--- src/hdl/acfc_pkg.sv ---
// Shared types, constants and helper functions for the ASCII frame CRC-8 checker.
// Depends on nothing; every other file of the block uses it by scoped names.
`default_nettype none

package acfc_pkg;

    // Width of the parsed signed values and of the magnitude accumulator
    localparam int VALUE_BITS = 16;
    localparam int ACC_BITS   = VALUE_BITS + 1;
    localparam int PROD_BITS  = ACC_BITS + 4;

    // Magnitude limit 2^(VALUE_BITS-1) and the saturation value one above it
    localparam logic [ACC_BITS-1:0] VALUE_LIMIT = {2'b01, {(VALUE_BITS - 1){1'b0}}};
    localparam logic [ACC_BITS-1:0] VALUE_SAT   = VALUE_LIMIT + ACC_BITS'(1);

    // Token counter (saturating) and token positions in a line
    localparam int                  TOKEN_BITS      = 3;
    localparam logic [TOKEN_BITS-1:0] TOKEN_MAX       = 3'd7;
    localparam logic [TOKEN_BITS-1:0] TOK_HEADER      = 3'd1;
    localparam logic [TOKEN_BITS-1:0] TOK_FIRST_VALUE = 3'd2;
    localparam logic [TOKEN_BITS-1:0] TOK_LAST_VALUE  = 3'd4;
    localparam logic [TOKEN_BITS-1:0] TOK_CRC         = 3'd5;

    // Character codes
    localparam logic [7:0] CHAR_TAB     = 8'h09;
    localparam logic [7:0] CHAR_LF      = 8'h0A;
    localparam logic [7:0] CHAR_VT      = 8'h0B;
    localparam logic [7:0] CHAR_FF      = 8'h0C;
    localparam logic [7:0] CHAR_CR      = 8'h0D;
    localparam logic [7:0] CHAR_SP      = 8'h20;
    localparam logic [7:0] CHAR_PLUS    = 8'h2B;
    localparam logic [7:0] CHAR_MINUS   = 8'h2D;
    localparam logic [7:0] CHAR_ZERO    = 8'h30;
    localparam logic [7:0] CHAR_NINE    = 8'h39;
    localparam logic [7:0] CHAR_HEADER  = 8'h58;
    localparam logic [7:0] CHAR_LOWER_A = 8'h61;

    // CRC polynomial register reset (x^8 + x^2 + x + 1)
    localparam logic [7:0] POLY_RESET = 8'h07;

    // Queue between the classifier and the parser
    localparam int QUEUE_DEPTH = 2;
    localparam int QPTR_BITS   = (QUEUE_DEPTH > 1) ? $clog2(QUEUE_DEPTH) : 1;
    localparam int QCNT_BITS   = $clog2(QUEUE_DEPTH + 1);

    typedef enum logic [1:0] {
        CLS_TEXT,
        CLS_SEP,
        CLS_EOL
    } t_byte_class;

    typedef struct packed {
        t_byte_class cls;
        logic [7:0]  data;
    } t_cls_word;

    typedef struct packed {
        logic full;
        logic empty;
    } t_queue_status;

    typedef enum logic [1:0] {
        ST_OK     = 2'd0,
        ST_FORMAT = 2'd1,
        ST_NUMBER = 2'd2,
        ST_CRC    = 2'd3
    } t_status;

    typedef struct packed {
        logic neg;
        logic digit;
        logic stop;
        logic ovf;
    } t_num_flags;

    // One byte of MSB-first CRC-8, init folded into crc, x^8 term implied
    function automatic logic [7:0] crc8_byte(input logic [7:0] crc,
                                             input logic [7:0] data,
                                             input logic [7:0] poly);
        logic [7:0] r;
        r = crc ^ data;
        for (int k = 0; k < 8; k++) begin
            r = r[7] ? ((r << 1) ^ poly) : (r << 1);
        end
        return r;
    endfunction

    // Lower-case hex digit of a nibble
    function automatic logic [7:0] hex_char(input logic [3:0] nib);
        return (nib < 4'd10) ? (CHAR_ZERO + {4'h0, nib})
                             : (CHAR_LOWER_A + ({4'h0, nib} - 8'd10));
    endfunction

endpackage

`default_nettype wire

--- src/hdl/acfc_if.sv ---
// Valid/ready channel interfaces of the ASCII frame CRC-8 checker.
// Depends on acfc_pkg for the value width.
`default_nettype none


// Parsed frame result channel
interface acfc_result_if;
    logic                                   valid;
    logic                                   ready;
    logic [1:0]                             frame_status;
    logic signed [acfc_pkg::VALUE_BITS-1:0] acc_x;
    logic signed [acfc_pkg::VALUE_BITS-1:0] acc_y;
    logic signed [acfc_pkg::VALUE_BITS-1:0] fire_value;

    modport source (output valid, output frame_status, output acc_x, output acc_y,
                    output fire_value, input ready);
    modport sink   (input valid, input frame_status, input acc_x, input acc_y,
                    input fire_value, output ready);
endinterface

`default_nettype wire

--- src/hdl/acfc_back.sv ---
// Back end: tokenizes classified words, parses the values, runs the CRC-8 and
// holds the result word. Depends on acfc_pkg and acfc_result_if; fed by acfc_queue.
`default_nettype none

module acfc_back (
    input  logic                     i_clk,
    input  logic                     i_rst_n,
    input  logic                     i_cfg_wr_en,
    input  logic [7:0]               i_cfg_wr_data,
    input  acfc_pkg::t_cls_word      i_head_word,
    input  acfc_pkg::t_queue_status  i_status,
    output logic                     o_pop,
    acfc_result_if.source            o_result
);

    localparam int VB = acfc_pkg::VALUE_BITS;
    localparam int AB = acfc_pkg::ACC_BITS;
    localparam int PB = acfc_pkg::PROD_BITS;

    // Line state
    logic [acfc_pkg::TOKEN_BITS-1:0] r_tok_cnt, n_tok_cnt;
    logic                            r_inside,  n_inside;
    logic                            r_hdr,     n_hdr;
    logic [AB-1:0]                   r_acc,     n_acc;
    acfc_pkg::t_num_flags            r_flags,   n_flags;
    logic                            r_nbad,    n_nbad;
    logic [1:0]                      r_pos,     n_pos;
    logic                            r_match,   n_match;

    // CRC and held values
    logic [7:0]                      r_poly;
    logic [7:0]                      r_crc,     n_crc;
    logic                            r_crc_dup, n_crc_dup;
    logic [VB-1:0]                   r_held [3];

    // Result register
    logic                            r_out_valid;
    acfc_pkg::t_status               r_out_status;
    logic signed [VB-1:0]            r_out_x, r_out_y, r_out_f;

    logic                            slot_free;
    logic                            is_eol;
    logic                            eol_pop;
    logic [7:0]                      c;
    logic                            first;
    logic [acfc_pkg::TOKEN_BITS-1:0] tok_inc, cur_cnt;
    logic [AB-1:0]                   base_acc;
    acfc_pkg::t_num_flags            base_flags;
    logic                            is_digit;
    logic [7:0]                      digit_code;
    logic [PB-1:0]                   acc_wide, prod;
    logic                            prod_ovf;
    logic                            fin_value;
    logic                            fin_bad;
    logic [VB-1:0]                   fin_mag, fin_signed, fin_val;
    logic [1:0]                      hold_idx;
    logic                            len2;
    logic                            pos_over;
    logic [3:0]                      exp_nib;
    logic                            pos_ok;
    acfc_pkg::t_status               status;

    // Pop: line ends wait for a free result slot, everything else flows
    assign slot_free = !r_out_valid || o_result.ready;
    assign is_eol    = (i_head_word.cls == acfc_pkg::CLS_EOL);
    assign o_pop     = !i_status.empty && (!is_eol || slot_free);
    assign eol_pop   = o_pop && is_eol;

    // Token start and digit accumulate
    assign c          = i_head_word.data;
    assign first      = !r_inside;
    assign tok_inc    = (r_tok_cnt == acfc_pkg::TOKEN_MAX) ? r_tok_cnt : r_tok_cnt + 1'b1;
    assign cur_cnt    = first ? tok_inc : r_tok_cnt;
    assign base_acc   = first ? '0 : r_acc;
    assign base_flags = first ? '0 : r_flags;
    assign is_digit   = (c >= acfc_pkg::CHAR_ZERO) && (c <= acfc_pkg::CHAR_NINE);
    assign digit_code = c - acfc_pkg::CHAR_ZERO;
    assign acc_wide   = PB'(base_acc);
    assign prod       = (acc_wide << 3) + (acc_wide << 1) + PB'(digit_code[3:0]);
    assign prod_ovf   = prod > PB'(acfc_pkg::VALUE_LIMIT);

    // Value token end: range check and sign
    assign fin_value  = o_pop && (i_head_word.cls == acfc_pkg::CLS_SEP) && r_inside
                        && (r_tok_cnt >= acfc_pkg::TOK_FIRST_VALUE)
                        && (r_tok_cnt <= acfc_pkg::TOK_LAST_VALUE);
    assign fin_bad    = !r_flags.digit || r_flags.ovf || (r_acc > acfc_pkg::VALUE_LIMIT)
                        || (!r_flags.neg && (r_acc == acfc_pkg::VALUE_LIMIT));
    assign fin_mag    = r_acc[VB-1:0];
    assign fin_signed = r_flags.neg ? (VB'(0) - fin_mag) : fin_mag;
    assign fin_val    = fin_bad ? '0 : fin_signed;
    assign hold_idx   = r_tok_cnt[1:0] - 2'd2;

    // CRC text: one hex digit when the high nibble is zero, else two
    assign len2     = (r_crc[7:4] != 4'h0);
    assign pos_over = len2 ? (r_pos >= 2'd2) : (r_pos >= 2'd1);
    assign exp_nib  = (len2 && (r_pos == 2'd0)) ? r_crc[7:4] : r_crc[3:0];
    assign pos_ok   = (r_pos == (len2 ? 2'd2 : 2'd1));

    // Frame status at line end
    always_comb begin
        if ((r_tok_cnt < acfc_pkg::TOK_CRC) || !r_hdr) begin
            status = acfc_pkg::ST_FORMAT;
        end else if (r_nbad) begin
            status = acfc_pkg::ST_NUMBER;
        end else if (!r_match || !pos_ok) begin
            status = acfc_pkg::ST_CRC;
        end else begin
            status = acfc_pkg::ST_OK;
        end
    end

    // Tokenizer and parser next state
    always_comb begin
        n_tok_cnt = r_tok_cnt;
        n_inside  = r_inside;
        n_hdr     = r_hdr;
        n_acc     = r_acc;
        n_flags   = r_flags;
        n_nbad    = r_nbad;
        n_pos     = r_pos;
        n_match   = r_match;
        if (o_pop) begin
            unique case (i_head_word.cls)
                acfc_pkg::CLS_EOL: begin
                    n_tok_cnt = '0;
                    n_inside  = 1'b0;
                    n_hdr     = 1'b0;
                    n_acc     = '0;
                    n_flags   = '0;
                    n_nbad    = 1'b0;
                    n_pos     = '0;
                    n_match   = 1'b1;
                end
                acfc_pkg::CLS_SEP: begin
                    n_inside = 1'b0;
                    if (fin_value && fin_bad) begin
                        n_nbad = 1'b1;
                    end
                end
                acfc_pkg::CLS_TEXT: begin
                    n_inside  = 1'b1;
                    n_tok_cnt = cur_cnt;
                    n_acc     = base_acc;
                    n_flags   = base_flags;
                    if (cur_cnt == acfc_pkg::TOK_HEADER) begin
                        n_hdr = first && (c == acfc_pkg::CHAR_HEADER);
                    end else if ((cur_cnt >= acfc_pkg::TOK_FIRST_VALUE)
                                 && (cur_cnt <= acfc_pkg::TOK_LAST_VALUE)) begin
                        if (!base_flags.stop) begin
                            if (first && ((c == acfc_pkg::CHAR_PLUS)
                                          || (c == acfc_pkg::CHAR_MINUS))) begin
                                n_flags.neg = (c == acfc_pkg::CHAR_MINUS);
                            end else if (is_digit) begin
                                n_flags.digit = 1'b1;
                                if (prod_ovf) begin
                                    n_acc       = acfc_pkg::VALUE_SAT;
                                    n_flags.ovf = 1'b1;
                                end else begin
                                    n_acc = prod[AB-1:0];
                                end
                            end else begin
                                n_flags.stop = 1'b1;
                            end
                        end
                    end else if (cur_cnt == acfc_pkg::TOK_CRC) begin
                        if (pos_over || (c != acfc_pkg::hex_char(exp_nib))) begin
                            n_match = 1'b0;
                        end
                        if (r_pos != 2'd3) begin
                            n_pos = r_pos + 2'd1;
                        end
                    end
                end
                default: ;
            endcase
        end
    end

    // CRC over b0,b0,b1,b2: first value loads and repeats on the next cycle
    always_comb begin
        n_crc     = r_crc;
        n_crc_dup = 1'b0;
        if (fin_value) begin
            n_crc     = acfc_pkg::crc8_byte(
                            (r_tok_cnt == acfc_pkg::TOK_FIRST_VALUE) ? 8'h00 : r_crc,
                            fin_val[7:0], r_poly);
            n_crc_dup = (r_tok_cnt == acfc_pkg::TOK_FIRST_VALUE);
        end else if (r_crc_dup) begin
            n_crc = acfc_pkg::crc8_byte(r_crc, r_held[0][7:0], r_poly);
        end
    end

    // Control registers
    always_ff @(posedge i_clk) begin
        if (!i_rst_n) begin
            r_tok_cnt   <= '0;
            r_inside    <= 1'b0;
            r_hdr       <= 1'b0;
            r_flags     <= '0;
            r_nbad      <= 1'b0;
            r_pos       <= '0;
            r_match     <= 1'b1;
            r_crc_dup   <= 1'b0;
            r_out_valid <= 1'b0;
            r_poly      <= acfc_pkg::POLY_RESET;
        end else begin
            r_tok_cnt <= n_tok_cnt;
            r_inside  <= n_inside;
            r_hdr     <= n_hdr;
            r_flags   <= n_flags;
            r_nbad    <= n_nbad;
            r_pos     <= n_pos;
            r_match   <= n_match;
            r_crc_dup <= n_crc_dup;
            if (eol_pop) begin
                r_out_valid <= 1'b1;
            end else if (o_result.ready) begin
                r_out_valid <= 1'b0;
            end
            if (i_cfg_wr_en) begin
                r_poly <= i_cfg_wr_data;
            end
        end
    end

    // Datapath registers
    always_ff @(posedge i_clk) begin
        r_acc <= n_acc;
        r_crc <= n_crc;
        if (fin_value) begin
            r_held[hold_idx] <= fin_val;
        end
        if (eol_pop) begin
            r_out_status <= status;
            r_out_x <= (status == acfc_pkg::ST_OK) ? $signed(r_held[0]) : '0;
            r_out_y <= (status == acfc_pkg::ST_OK) ? $signed(r_held[1]) : '0;
            r_out_f <= (status == acfc_pkg::ST_OK) ? $signed(r_held[2]) : '0;
        end
    end

    assign o_result.valid        = r_out_valid;
    assign o_result.frame_status = r_out_status;
    assign o_result.acc_x        = r_out_x;
    assign o_result.acc_y        = r_out_y;
    assign o_result.fire_value   = r_out_f;

    // A line end always leaves a result word behind
    a_eol_result: assert property (@(posedge i_clk) disable iff (!i_rst_n)
        eol_pop |=> r_out_valid)
        else $error("line end popped without a result word");

    // Rejected frames carry zero values
    a_zero_on_error: assert property (@(posedge i_clk) disable iff (!i_rst_n)
        (r_out_valid && (r_out_status != acfc_pkg::ST_OK))
            |-> (r_out_x == '0) && (r_out_y == '0) && (r_out_f == '0))
        else $error("rejected frame carries nonzero values");

    // The repeated first CRC byte never collides with a value token end
    a_dup_alone: assert property (@(posedge i_clk) disable iff (!i_rst_n)
        r_crc_dup |-> !fin_value)
        else $error("CRC repeat step collides with value token end");

    // Line state is cleared after a line end
    a_line_clear: assert property (@(posedge i_clk) disable iff (!i_rst_n)
        eol_pop |=> (r_tok_cnt == '0) && !r_inside && r_match && !r_nbad)
        else $error("line state not cleared after line end");

endmodule

`default_nettype wire

--- src/flat_wrapper.sv ---
// flat-port wrapper written by rule: the top's interface ports become plain ports
module acfc_back_flat 
  (i_clk, i_rst_n, i_cfg_wr_en, i_cfg_wr_data, i_head_word, i_status, o_pop, o_result_valid, o_result_frame_status, o_result_acc_x, o_result_acc_y, o_result_fire_value, o_result_ready);
  acfc_result_if o_result_i ();
  input  logic i_clk;
  input  logic i_rst_n;
  input  logic i_cfg_wr_en;
  input  logic [7:0] i_cfg_wr_data;
  input  acfc_pkg::t_cls_word i_head_word;
  input  acfc_pkg::t_queue_status i_status;
  output logic o_pop;
  output wire logic [$bits(o_result_i.valid)-1:0] o_result_valid;
  output wire logic [$bits(o_result_i.frame_status)-1:0] o_result_frame_status;
  output wire logic [$bits(o_result_i.acc_x)-1:0] o_result_acc_x;
  output wire logic [$bits(o_result_i.acc_y)-1:0] o_result_acc_y;
  output wire logic [$bits(o_result_i.fire_value)-1:0] o_result_fire_value;
  input wire logic [$bits(o_result_i.ready)-1:0] o_result_ready;
  assign o_result_valid = o_result_i.valid;
  assign o_result_frame_status = o_result_i.frame_status;
  assign o_result_acc_x = o_result_i.acc_x;
  assign o_result_acc_y = o_result_i.acc_y;
  assign o_result_fire_value = o_result_i.fire_value;
  assign o_result_i.ready = o_result_ready;
  acfc_back u_core (.i_clk(i_clk), .i_rst_n(i_rst_n), .i_cfg_wr_en(i_cfg_wr_en), .i_cfg_wr_data(i_cfg_wr_data), .i_head_word(i_head_word), .i_status(i_status), .o_pop(o_pop), .o_result(o_result_i));
endmodule
--- config.mk ---
export PLATFORM = sky130hd
export DESIGN_NAME = acfc_back_flat
export DESIGN_NICKNAME = d
export VERILOG_FILES = /design/src/hdl/acfc_pkg.sv /design/src/hdl/acfc_if.sv /design/src/hdl/acfc_back.sv /design/src/flat_wrapper.sv
export SDC_FILE = /design/constraint.sdc
export NUM_CORES = 1
export LEC_CHECK = 0
export BUFFER_PORTS_ARGS = -buffer_cell sky130_fd_sc_hd__buf_2
export CAP_MARGIN = 25
export CORE_MARGIN = 8
export CORE_UTILIZATION = 62
export CTS_CLUSTER_DIAMETER = 80
export DETAILED_ROUTE_END_ITERATION = 6
export PLACE_DENSITY = 0.82
export SLEW_MARGIN = 20
export SYNTH_ARGS = -nofsm -noshare
export SYNTH_HDL_FRONTEND = slang
export SYNTH_SLANG_ARGS = --single-unit
--- constraint.sdc ---
create_clock -name i_clk -period 6.05 [get_ports i_clk]
set_input_delay 0.605 -clock i_clk [delete_from_list [all_inputs] [get_ports i_clk]]
set_output_delay 0.605 -clock i_clk [all_outputs]
set_load 0.05 [all_outputs]
==> qor.csv, run 1 <==
stage,metric,value,unit
cts,clk_path_buf_depth,2,
sta,finalHoldViolations,0,
synthesis,synth-edff-count,123,
sta,finalCritPeriodShare,95.14,%
synthesis,synth_cells,1066,
cts,cts_sinks,146,
drt,wire_per_inst,17.92,um
critical_path,start_kind,flip-flop,
drt,drt-total-wl,24.38,mm
critical_path,max_stage_delay,0.60,ns
drt,drt_first_pass_iters,6,
pwr,power,2.700,mW
cts,root_buffer,clkbuf_16,
synthesis,ys_types,82,
place,dp_hpwl,17.18,mm
synthesis,syn_nets,1136,
synthesis,yosys.area.top_type,edfxtp_1,
drt,drtIter0Drc,881,
global_routing,grt_pass1_vias,7565,
critical_path,r2r_end,u_core.r_crc[4],
sta,skew,0.01664,ns
sta,worst_slew_margin_rel,29.89,%
critical_path,slowest_stage,nor4_2,
hold_path,whs_path_depth,3,
critical_path,critPathTopFamily,compound AO/OA/AOI/OAI gates,
critical_path,critPathRequiredTime,6.25,ns
cts,cts_tree,built,
synthesis,syn_area_per_cell,9.545,um^2
die,coreArea,16290,um^2
critical_path,r2r_cells,16,
hold_path,min_path_type,input port to flip-flop,
sta,slew_viol_final,0,
sta,setup_viol,0,
global_routing,grt_usage,23.46,%
critical_path,endpoint_kind,flip-flop,
layout,final_cells,1361,
global_routing,grt_max_degree,52,
critical_path,worstSetupPathType,flip-flop to flip-flop,
synthesis,synth-seq-cells,146,
layout,drive_gt1_share,13.76,%
die,row_count,47,
drt,ant_nets,0,
cts,cts_buffers,17,
layout,fin_nets,1198,
synthesis,ys_seq_area_share,40.83,%
sta,final.min_clock_period,5.756,ns
global_routing,grt_pass1_wl,38.01,mm
global_routing,grt_util_met1,30.39,%
drt,vias_per_cell,6.190,
cts,cts_resized,0,
place,globalplace.congestion,0.9210,
global_routing,busiest_layer,met2,
pwr,ir_worst_vdd,0.0002193,V
cts,htree_levels,4,
pwr,p_per_area,236.9,nW/um^2
die,ios,76,
sta,holdWs,0.3897,ns
critical_path,path_cells,or3_1 -> o31ai_2 -> xor2_1 -> nor2_1 -> o21a_1 -> nor4_2 -> a211oi_1 -> o41ai_2 -> a21oi_1 -> or2_4 -> xor2_2 -> or3b_1 -> a211o_1 -> o211a_2 -> a32o_1 -> a22o_1,
global_routing,grt_use_met2,37.99,%
sta,tightest_slew,1.052,ns
status,outcome,"finished, final reports clean",
sta,max_freq,173.7,MHz
critical_path,r2r_start,u_core.r_acc[2],
synthesis,netlist_area,10170,um^2
cts,cts.hold.buffers_added,0,
drt,drc,0,
cts,clock_latency,0.44,ns
hold_path,hold_path_end,u_core.r_poly[2],
place,dp_cells,1329,
cts,post_cts_buffers,0,
critical_path,cp.arrival,5.95,ns
layout,antenna_cells,0,
die,start_util,62.46,%
die,die_h,144.1,um
layout,area_growth,11.99,%
synthesis,synthTopCellsByArea,"edfxtp_1, xnor2_1, ha_1",
place,port_buffers,74,
layout,n_fill_cell,1259,
synthesis,synth_top_area_share,36.30,%
die,die_area,20770,um^2
cts,clk_pin_slew_worst_paths,0.07,ns
layout,final_cell_mix,"nand2_1, edfxtp_1, xnor2_1, buf_2, and2_1",
layout,layout_commonest_cell,nand2_1,
synthesis,ys_warn_count,0,
die,fp.dieW,144.1,um
global_routing,gr-usage-met3,4.886,%
job,maxCapViolations,0,
critical_path,crit_fanout,15,
pwr,power.leakage,4.282,nW
synthesis,async_flop_share,0,%
drt,vias,8424,
global_routing,overflow,0,
critical_path,cp_num_buf_inv,0,
global_routing,antenna_found_initial,0,
synthesis,synth_ff_type,edfxtp_1,
critical_path,rrSetupSlack,0.29,ns
hold_path,holdCritStartpoint,i_cfg_wr_data[2],
cells in the mapped netlist, types with 13 or more instances:
cell / instances
a21oi_1: 54
xnor2_1: 92
nand2_1: 141
inv_1: 32
nor4_1: 13
edfxtp_1: 123
xor2_1: 38
mux2i_1: 13
nand4_1: 13
dfxtp_1: 23
and2_1: 73
clkbuf_1: 49
nand3_1: 30
ha_1: 45
nor2_1: 66
o21ai_0: 35
nor3_1: 14
state kept, by name, summed over array words and instances, names as in the netlist:
register,flops
u_core.r_held,48
u_core.r_acc,17
u_core.o_result.acc_x,16
u_core.o_result.acc_y,16
u_core.o_result.fire_value,16
u_core.r_crc,8
u_core.r_poly,8
u_core.r_flags,4
u_core.r_tok_cnt,3
u_core.o_result.frame_status,2
u_core.r_pos,2
u_core.o_result.valid,1
u_core.r_crc_dup,1
u_core.r_hdr,1
u_core.r_inside,1
u_core.r_match,1
u_core.r_nbad,1
logic make-up after synthesis:
logic type / count (synthesis) / synth area share, %
flip-flops: 146 / 40.83
AO/OA/AOI/OAI: 227 / 15.83
buffers and inverters: 87 / 3.382
AND/OR/NAND/NOR: 409 / 20.18
multiplexers: 13 / 1.279
adder cells (fa/ha/maj): 46 / 5.730
XOR/XNOR: 138 / 12.78
tightest hold or removal path: stages:
cell and delay, ns:
buf_2 0.08, mux2i_1 0.06, nand2_1 0.06
metal layers:
metal	vias to the layer above	part of all wire, %
met5	-	0
met4	0	2.1
met3	54	9.3
met2	424	47
met1	3944	42
li1	4002	-
how the worst max path moves through the flow:
stage | from | end | slack (ns) | cells after the start
after CTS | u_core.r_acc[4] | u_core.r_crc[4] | 0.26 | 16
after global placement | u_core.r_acc[8] | u_core.r_crc[4] | 0.53 | 16
after global routing | u_core.r_acc[5] | u_core.r_crc[3] | -0.03 | 16
after detailed placement | u_core.r_acc[4] | u_core.r_crc[4] | 0.30 | 16
after floorplan | u_core.r_acc[10] | u_core.r_crc[2] | 0.99 | 17
final | u_core.r_acc[2] | u_core.r_crc[4] | 0.29 | 16
where the power goes:
| part | internal (mW) | total [mW] | switching, mW |
|---|---|---|---|
| registers | 1.10 | 1.12 | 0.0188 |
| clock network | 0.588 | 1.05 | 0.465 |
| logic | 0.214 | 0.525 | 0.311 |
| total | 1.90 | 2.70 | 0.795 |
final cells by class:
type	count	area [um^2]	share of cell area, %
clock buffers	17	425.4	3.733
clock inverters	15	167.7	1.471
inverters	33	125.1	1.098
multi-input cells	833	5704	50.06
flip-flops and latches	146	4154	36.46
well taps	220	275.3	2.416
repair buffers	97	543.0	4.766
metrics by stage:
| stage | cell area, um^2 | utilization, % | setup TNS [ns] | setup WS, ns |
|---|---|---|---|---|
| after floorplan | 10170 | - | 0 | 0.9895 |
| after detailed placement | 10780 | 66.20 | 0 | 0.2979 |
| final | 11390 | 69.95 | 0 | 0.2942 |
| after global routing | 11390 | 69.95 | -0.05961 | -0.03492 |
| after CTS | 11380 | 69.84 | 0 | 0.2621 |
| after global placement | 10780 | 66.20 | 0 | 0.5271 |
Note: power is estimated with default switching activity, not from simulation.
==> run 2: changes to the inputs <==
CORE_ASPECT_RATIO = 0.9   (was not set)
==> qor.csv, run 2 (synthesized netlist as in run 1, its figures left out) <==
stage,metric,value,unit
die,fp.dieW,151.0,um
cts,post_cts_buffers,0,
critical_path,max_stage_delay,0.53,ns
die,start_util,63.29,%
sta,finalHoldViolations,0,
die,row_count,44,
die,die_h,137.5,um
sta,grt_setup_unrepaired,false,
hold_path,min_path_type,input port to flip-flop,
sta,tightest_slew,0.9947,ns
cts,htree_levels,4,
critical_path,cp_num_buf_inv,0,
drt,wire_per_inst,18.75,um
cts,cts_tree,built,
cts,clk_path_buf_depth,2,
drt,drt_first_pass_iters,6,
drt,highest_layer,met4,
cts,root_buffer,clkbuf_16,
layout,top_regs,"u_core.r_held: 48 flops, u_core.r_acc: 17 flops",
critical_path,cp.arrival,5.90,ns
place,dp_hpwl,17.62,mm
critical_path,r2r_cells,16,
sta,setup_viol,0,
drt,vias,8460,
layout,final_cell_area,11350,um^2
status,outcome,"finished, final reports clean",
layout,area_growth,11.51,%
layout,top_register,u_core.r_held,
layout,layout_commonest_cell,nand2_1,
sta,tns,0,ns
critical_path,endpoint_kind,flip-flop,
critical_path,crit_fanout,15,
layout,fin_nets,1196,
drt,vias_per_cell,6.285,
sta,finalCritPeriodShare,94.48,%
cts,cts_buffers,17,
global_routing,grt_max_degree,52,
drt,drc,0,
hold_path,holdCritStartpoint,i_cfg_wr_data[2],
critical_path,r2r_end,u_core.r_crc[3],
layout,largest_reg_flops,48,
pwr,power.leakage,4.266,nW
drt,drt-met1-wl,10.50,mm
drt,met3_wirelength,2.766,mm
sta,max_freq,174.9,MHz
pwr,p_per_area,236.7,nW/um^2
critical_path,rrSetupSlack,0.33,ns
die,ios,76,
drt,drtIter0Drc,1054,
critical_path,worstSetupPathType,flip-flop to flip-flop,
critical_path,path_cells,nor4_1 -> nand4b_1 -> o31a_1 -> nor2_1 -> o21a_1 -> o31a_1 -> a211oi_1 -> o41ai_1 -> a21oi_1 -> or2_4 -> xor2_2 -> or3b_1 -> a211o_1 -> o211a_2 -> a31o_1 -> a32o_1,
job,maxCapViolations,0,
layout,final_cell_mix,"nand2_1, edfxtp_1, xnor2_1, buf_2, and2_1",
sta,skew,0.009939,ns
cts,cts_resized,0,
critical_path,start_kind,flip-flop,
sta,slew_viol_final,0,
critical_path,crit_top_cell,o31a_1,
cts,cts.hold.buffers_added,0,
die,die_area,20770,um^2
sta,worst_slew_margin_rel,33.68,%
sta,final.min_clock_period,5.716,ns
layout,n_fill_cell,1193,
critical_path,critPathRequiredTime,6.23,ns
hold_path,whs_path_depth,3,
critical_path,critPathTopFamily,compound AO/OA/AOI/OAI gates,
drt,ant_nets,0,
cts,clk_pin_slew_worst_paths,0.06,ns
place,port_buffers,74,
critical_path,r2r_start,u_core.r_acc[4],
global_routing,overflow,0,
layout,seq_area,4154,um^2
die,coreArea,16080,um^2
drt,route.met2.wl,11.35,mm
global_routing,antenna_found_initial,0,
drt,drt-total-wl,25.24,mm
place,place_area,10750,um^2
hold_path,hold_path_end,u_core.r_poly[2],
pwr,ir_worst_vdd,0.0001993,V
layout,multi_input_area,5697,um^2
global_routing,grt_pass1_wl,40.65,mm
cts,cts_sinks,146,
layout,drive_gt1_share,13.52,%
cts,clock_latency,0.44,ns
global_routing,grt_pass1_vias,7996,
global_routing,grt_usage,24.63,%
critical_path,slowest_stage,o41ai_1,
layout,antenna_cells,0,
place,globalplace.congestion,0.9299,
-- run 2: cell count changes in the layout (fill, tap and decap cells not counted), sizes merged --
cell / before / now
buf: 97 / 95
clkbuf: 17 / 18
clkinv: 7 / 8
inv: 40 / 38
-- run 2: area by class of cell --
type / instances / area share, %
well taps: 207 / 2.283
clock inverters: 14 / 1.290
repair buffers: 95 / 4.720
multi-input cells: 833 / 50.21
clock buffers: 18 / 3.783
inverters: 33 / 1.103
flip-flops and latches: 146 / 36.61
-- run 2: how the worst max path moves through the flow --
stage,startpoint,to,slack [ns],cells past startpoint
6_report,u_core.r_acc[4],u_core.r_crc[3],0.33,16
5_1_grt,u_core.r_acc[4],u_core.r_crc[3],0.007,16
4_1_cts,u_core.r_acc[4],u_core.r_crc[3],0.45,16
3_5_place_dp,u_core.r_acc[4],u_core.r_crc[3],0.50,16
3_3_place_gp,u_core.r_acc[8],u_core.r_crc[4],0.61,16
2_1_floorplan,u_core.r_acc[10],u_core.r_crc[2],0.99,17
-- run 2: metal layers --
metal | GRT usage (%) | vias to the layer above
met5 | 0 | -
met2 | 38.38 | 462
met4 | 9.445 | 0
met3 | 5.944 | 70
met1 | 32.68 | 3948
li1 | - | 3980
-- run 2: report_power, final --
group / internal (mW) / switching [mW]
combinational: 0.214 / 0.315
clock: 0.581 / 0.452
sequential: 1.10 / 0.0202
total: 1.90 / 0.788
-- run 2: per-stage QoR --
stage / worst slack, ns / utilization [%] / instances / total power, mW / hold WS (ns)
2_1_floorplan: 0.9895 / - / 1066 / 1.544 / 0.4570
3_3_place_gp: 0.6075 / 66.84 / 1313 / 1.641 / 0.4900
3_5_place_dp: 0.5001 / 66.84 / 1313 / 1.654 / 0.5032
4_1_cts: 0.4478 / 70.42 / 1345 / 2.673 / 0.3838
5_1_grt: 0.007315 / 70.58 / 1346 / 2.774 / 0.4008
6_report: 0.3340 / 70.58 / 1346 / 2.686 / 0.3950
-- run 2: worst register-to-register path, cell delays in order, from the launching register on --
cell	delay [ns]
edfxtp_1	0.50
nor4_1	0.39
nand4b_1	0.34
o31a_1	0.43
nor2_1	0.41
o21a_1	0.32
o31a_1	0.31
a211oi_1	0.12
o41ai_1	0.53
a21oi_1	0.19
or2_4	0.30
xor2_2	0.23
or3b_1	0.41
a211o_1	0.30
o211a_2	0.21
a31o_1	0.25
a32o_1	0.21
